**src/design/das_pkg.sv**
```systemverilog
package das_pkg;

  typedef enum logic [1:0] {
    OP_ADD  = 2'd0,
    OP_SUCC = 2'd1,
    OP_PRED = 2'd2,
    OP_NOP  = 2'd3
  } opcode_t;

  typedef enum logic [1:0] {
    ST_OK        = 2'd0,
    ST_NOT_FOUND = 2'd1,
    ST_TABLE_FULL = 2'd2,
    ST_LIST_FULL = 2'd3
  } status_t;

  localparam int KeyWidth = 32;

endpackage

```
**src/design/das_front.sv**
```systemverilog
// Front end: a short registered item queue toward the back end.
module das_front #(
  parameter int QueueDepth = 2
) (
  input  logic                         clk,
  input  logic                         rst,
  input  logic                         in_valid,
  output logic                         in_stall,
  input  logic [1:0]                   opcode,
  input  logic [das_pkg::KeyWidth-1:0] first_vertex,
  input  logic [das_pkg::KeyWidth-1:0] second_vertex,
  output logic                         q_valid,
  input  logic                         q_pop,
  output logic [1:0]                   q_opcode,
  output logic [das_pkg::KeyWidth-1:0] q_first,
  output logic [das_pkg::KeyWidth-1:0] q_second
);
  import das_pkg::*;

  localparam int PtrW = (QueueDepth > 1) ? $clog2(QueueDepth) : 1;

  logic [1:0]          op_q  [QueueDepth];
  logic [KeyWidth-1:0] a_q   [QueueDepth];
  logic [KeyWidth-1:0] b_q   [QueueDepth];
  logic [PtrW-1:0]     wr_ptr;
  logic [PtrW-1:0]     rd_ptr;
  logic [PtrW:0]       count;
  logic                push;
  logic                pop;

  assign in_stall = (count == (PtrW+1)'(QueueDepth));
  assign push     = in_valid && !in_stall;
  assign pop      = q_pop && (count != '0);
  assign q_valid  = (count != '0);
  assign q_opcode = op_q[rd_ptr];
  assign q_first  = a_q[rd_ptr];
  assign q_second = b_q[rd_ptr];

  // queue storage
  always_ff @(posedge clk) begin
    if (push) begin
      op_q[wr_ptr] <= opcode;
      a_q[wr_ptr]  <= first_vertex;
      b_q[wr_ptr]  <= second_vertex;
    end
  end

  // pointers and fill count
  always_ff @(posedge clk) begin
    if (rst) begin
      wr_ptr <= '0;
      rd_ptr <= '0;
      count  <= '0;
    end else begin
      if (push) begin
        wr_ptr <= (wr_ptr == PtrW'(QueueDepth-1)) ? '0 : wr_ptr + 1'b1;
      end
      if (pop) begin
        rd_ptr <= (rd_ptr == PtrW'(QueueDepth-1)) ? '0 : rd_ptr + 1'b1;
      end
      count <= count + (PtrW+1)'(push) - (PtrW+1)'(pop);
    end
  end
endmodule

```
**config.mk**
```make
export PLATFORM = sky130hd
export DESIGN_NAME = das_front
export DESIGN_NICKNAME = d
export VERILOG_FILES = /design/src/design/das_pkg.sv /design/src/design/das_front.sv
export SDC_FILE = /design/constraint.sdc
export NUM_CORES = 1
export LEC_CHECK = 0
export BUFFER_PORTS_ARGS = -buffer_cell sky130_fd_sc_hd__buf_2
export CAP_MARGIN = 25
export CORE_ASPECT_RATIO = 0.7
export CORE_MARGIN = 5
export CORE_UTILIZATION = 47
export DETAILED_ROUTE_END_ITERATION = 7
export GPL_TIMING_DRIVEN = 0
export PLACE_DENSITY = 0.76
export SETUP_SLACK_MARGIN = 0.15
export SYNTH_ARGS = -nofsm -noshare
export SYNTH_HDL_FRONTEND = slang
export SYNTH_SLANG_ARGS = --single-unit
```
**constraint.sdc**
```tcl
create_clock -name clk -period 2.5 [get_ports clk]
set_input_delay 0.125 -clock clk [delete_from_list [all_inputs] [get_ports clk]]
set_output_delay 0.125 -clock clk [all_outputs]
set_load 0.01 [all_outputs]
```
# [Yosys cells after proc, flatten, opt, wreduce, memory -nomap -nowiden]
# Memories as Yosys holds them, arrays and structs flattened. A register that Yosys moved wholly into a read port is not among the register bits.
# Cells that the tools add are included.
[word_totals] elab_cells=25 inputBits=70 mem_bits_rw=132 latch_bits=0 mem_bits_ro=0 regBits=4 n_memories=3 out_inout_bits=68
[memory_table] memory="a_q" words=2 width=32 rd=1 rd_ports_with_merged_regs=1 wr=1 line="das_front.sv:23" text="logic [KeyWidth-1:0] a_q [QueueDepth];"
[memory_table] memory="b_q" words=2 width=32 rd=1 rd_ports_with_merged_regs=1 wr=1 line="das_front.sv:24" text="logic [KeyWidth-1:0] b_q [QueueDepth];"
[memory_table] memory="op_q" words=2 width=2 rd=1 rd_ports_with_merged_regs=1 wr=1 line="das_front.sv:22" text="logic [1:0] op_q [QueueDepth];"
[op_classes] mul=0 n_eq_ne=1 mux=10 n_reduce_logical=4 n_addsub=4 bitwise=0 n_div=0 shifts=0 n_lt_le_gt_ge=0
[ops] op="1-bit 2-to-1 mux" count=10
[ops] op="1-bit adder, second input constant" count=2
[ops] op="2-bit by 1-bit adder with 2-bit output" count=1
[ops] op="2-bit equality test, second input constant" count=1
[ops] op="1-bit logical AND" count=2
[ops] op="2-bit nonzero test" count=1
[ops] op="2-bit by 1-bit subtractor with 2-bit output" count=1
[ops] op="1-bit logical NOT" count=1

# [Logic depth before layout (Yosys ltp)]
[depth] word_depth=5 mapped_depth=8 ltp_nobuf=8

# [Worst setup path after synthesis]
# OpenSTA, ideal clock, no wires.
[synth_timing] path_kind="reg-to-reg" startpoint="register count[0]" endpoint="memory a_q[0][0], enable pin" path_buffers=0 path_stages_with_launch=5 t_required_ps=2080 synth_period_minus_slack_ps=2567 t_arrival_ps=2147 path_slack_ps=-67 setup_time_ps=420 cell_sequence="dfxtp_1 > nand2b_2 > inv_2 > or3_1 > inv_1"
[synth_between] elab_chain_cells=5
[synth_lines] item="start: declaration" line="das_front.sv:27" text="logic [PtrW:0] count;"
[synth_lines] item="start signal: assignment" line="das_front.sv:61" text="count <= count + (PtrW+1)'(push) - (PtrW+1)'(pop);"
[synth_lines] item="2-bit equality test" line="das_front.sv:31" text="assign in_stall = (count == (PtrW+1)'(QueueDepth));"
[synth_lines] item="named net in_stall" line="das_front.sv:8" text="output logic in_stall,"
[synth_lines] item="1-bit logical NOT" line="das_front.sv:32" text="assign push = in_valid && !in_stall;"
[synth_lines] item="1-bit logical AND" line="das_front.sv:32"
[synth_lines] item="1-bit 2-to-1 mux" line="das_front.sv:41" text="if (push) begin"
[synth_lines] item="1-bit 2-to-1 mux (not written as such)" line="das_front.sv:43" text="a_q[wr_ptr] <= first_vertex;"
[synth_lines] item="end: declaration" line="das_front.sv:23"
# The timed path passes the listed nets, and every way through them passes these cells.

# [Worst setup path in the final report]
[layout_timing] startpoint="register count[0]" endpoint="memory b_q[0][3], enable pin"
[layout_between] elab_chain_cells=5
[layout_lines] item="2-bit equality test" line="das_front.sv:31"
[layout_lines] item="1-bit logical NOT" line="das_front.sv:32"
[layout_lines] item="1-bit logical AND" line="das_front.sv:32"
[layout_lines] item="1-bit 2-to-1 mux" line="das_front.sv:41"
[layout_lines] item="1-bit 2-to-1 mux (not written as such)" line="das_front.sv:44" text="b_q[wr_ptr] <= second_vertex;"
[layout_lines] item="end: declaration" line="das_front.sv:24"
# Every way passes these cells.

==> metrics.yaml <==
placement:
  hpwlAfterDp_mm: 5.976
  placed_cell_area_sq_um: 5886
  gp_congestion: 0.6959
  io_buffers: 137
drt:
  wl_per_cell_um: 16.00
  wl_mm: 9.615
  drc: 0
  drt_iter0_markers: 115
  ant_nets: 0
  dr.pass1.iters: 4
  vias: 2825
  post_drt_via_cell_ratio: 4.700
timing:
  worst_pin_slew_ps: 911.4
  hold_viol: 0
  relSlewSlack_pct: 39.24
  holdWs_ps: 119.0
  final-max-slew-violation-count: 0
  final-setup-viol-count: 0
  clock.fmax_mhz: 486.1
  rsz0062_at_grt: "false"
  min_period_ps: 2057
  skew_ps: 4.144
  min_period_over_period_pct: 82.28
worst_setup_path:
  crit_type: "flip-flop to flip-flop"
  arrival_ps: 2140
  end_kind: "flip-flop"
  startpoint_type: "flip-flop"
  required_ps: 2590
  r2r_start: "count[0]"
  crit_path_max_fanout: 38
  r2r_end: "b_q[0][3]"
  r2r_cells: 5
  reg2reg_slack_ps: 440
final_layout:
  final_cell_mix: "buf_2 (139), edfxtp_1 (132), dlygate4sd3_1 (67)"
  fin_util_pct: 68.55
  area_growth_pct: 42.30
  drive_gt1_share_pct: 37.53
  layout.cells.most_common: "buf_2"
  final_cell_area_sq_um: 7126
  antenna_cells: 0
  fin_nets: 528
die:
  start_util_pct: 48.17
  fp.dieW_um: 133.4
  ioPinCount: 138
  die-area_sq_um: 12850
  die_y_um: 96.36
  rows: 31
  coreArea_sq_um: 10400
clocking:
  cts_tree: "yes"
  cts_buffers: 17
  insertion_delay_ps: 400
  path_clk_slew_ps: 50
  post-cts-setup-buffer-count: 0
  numClockSinks: 137
  cts_root_buf: "clkbuf_16"
  cts_htree_levels: 4
  cts_resized: 0
  cts_max_path_buffers: 2
pwr:
  power_mw: 7.100
  peakVddDrop_v: 0.0006700
  power_leakage_nw: 2.758
  power_per_cell_area_nw_per_um2: 996.3
logic_synthesis:
  syn_inst: 232
  synth-seq-cells: 137
  syn_area_sq_um: 5007
  syn-num-nets: 304
  syn_area_per_cell_sq_um: 21.58
  synth_cell_types: 23
  ys_seq_area_share_pct: 81.16
  yosys_warnings: 0
worst_hold_path:
  min_from: "q_pop"
  hold_path.class: "input pin to flip-flop"
  min_to: "rd_ptr"
  whs_path_depth: 4
global_routing:
  grt_pass1_vias: 3159
  grt_usage_pct: 15.91
  grt_start_max_net_pins: 67
  antenna_found_initial: 0
  grt_pass1_wl_mm: 15.44
  grt_overflow_total: 0
flow_run:
  drv_cap: 0
run_status:
  status: "finished, final reports clean"
[cells by family (layout without fill, tap and decap cells)]
logic type | Yosys count | after routing | share of synthesized area, %
XOR/XNOR | 2 | 2 | 0.3499
AND/OR/NAND/NOR | 11 | 11 | 1.225
multiplexers | 66 | 66 | 14.84
AO/OA/AOI/OAI | 3 | 3 | 0.3747
adder cells (fa/ha/maj) | 2 | 2 | 0.4997
flip-flops | 137 | 137 | 81.16
buffers and inverters | 11 | 248 | 1.549
[cells in the mapped netlist (all sizes together)]
cell type | number | area (sq um)
nor3 | 1 | 5.000
ha | 2 | 25.02
nor2 | 3 | 11.26
or3 | 1 | 6.260
or2 | 1 | 6.260
and2 | 1 | 6.260
nand2 | 1 | 3.750
xnor2 | 1 | 8.760
nor2b | 1 | 6.260
inv | 4 | 15.01
buf | 7 | 62.56
o21a | 1 | 8.760
o21ai | 1 | 5.000
xor2 | 1 | 8.760
and3 | 1 | 7.510
nand2b | 1 | 8.760
dfxtp | 5 | 100.1
edfxtp | 132 | 3964
mux2 | 66 | 743.2
a21oi | 1 | 5.000
[cell type report]
cell class | instances | area (sq um)
flip-flops and latches | 137 | 4064
fillers | 720 | 3269
repair buffers | 205 | 1376
multi-input cells | 84 | 869.6
clock buffers | 21 | 440.4
well taps | 132 | 165.2
clock inverters | 11 | 128.9
plain buffers | 7 | 62.56
inverters | 4 | 18.77
[flip-flops by register name, summed over array words and instances, names as in the netlist, named ones only]
register / count
a_q: 64
op_q: 4
rd_ptr: 1
wr_ptr: 1
b_q: 64
count: 2
[report_power, final]
part / internal, mW / leakage, nW / switching [mW]
Clock: 1.55 / 0.277 / 0.837
Sequential: 2.93 / 1.27 / 0.0817
Combinational: 0.777 / 1.21 / 0.925
Total: 5.26 / 2.76 / 1.84
[metrics by stage]
| stage | setup WS [ps] | instances | setup TNS [ps] |
|---|---|---|---|
| global route | 302.7 | 601 | 0 |
| detailed placement | 411.1 | 502 | 0 |
| floorplan | 426.8 | 232 | 0 |
| global placement | -120.7 | 501 | -7695 |
| CTS | 378.9 | 601 | 0 |
| finish | 443.0 | 601 | 0 |
[worst max path at each step]
stage	from	endpoint	slack [ps]	cells past startpoint
after floorplan	count[0]	a_q[0][0]	430	4
after global placement	count[0]	b_q[0][15]	-120	4
after detailed placement	count[0]	a_q[0][6]	410	5
after CTS	count[0]	b_q[0][15]	380	5
after global routing	count[0]	op_q[0][1]	300	5
final	count[0]	b_q[0][3]	440	5
[layer usage]
layer	global-route usage, %	wire length (um)
met4	5.651	107
met2	26.65	4736
met3	6.844	726
met5	0	0
met1	18.65	4044
[critical path, cell delays in order (launching register included)]
cell        delay (ps)
dfxtp_1            360
nand2b_2           160
inv_2               50
or3_1              360
clkinvlp_4         480
buf_12             310
[repair_timing]
item / in CTS / in global routing
endpoints found under the hold margin: 137 / 0
endpoints found under the setup margin: 0 / 0
hold buffers: 67 / 0
(Power assumes the default switching activity.)
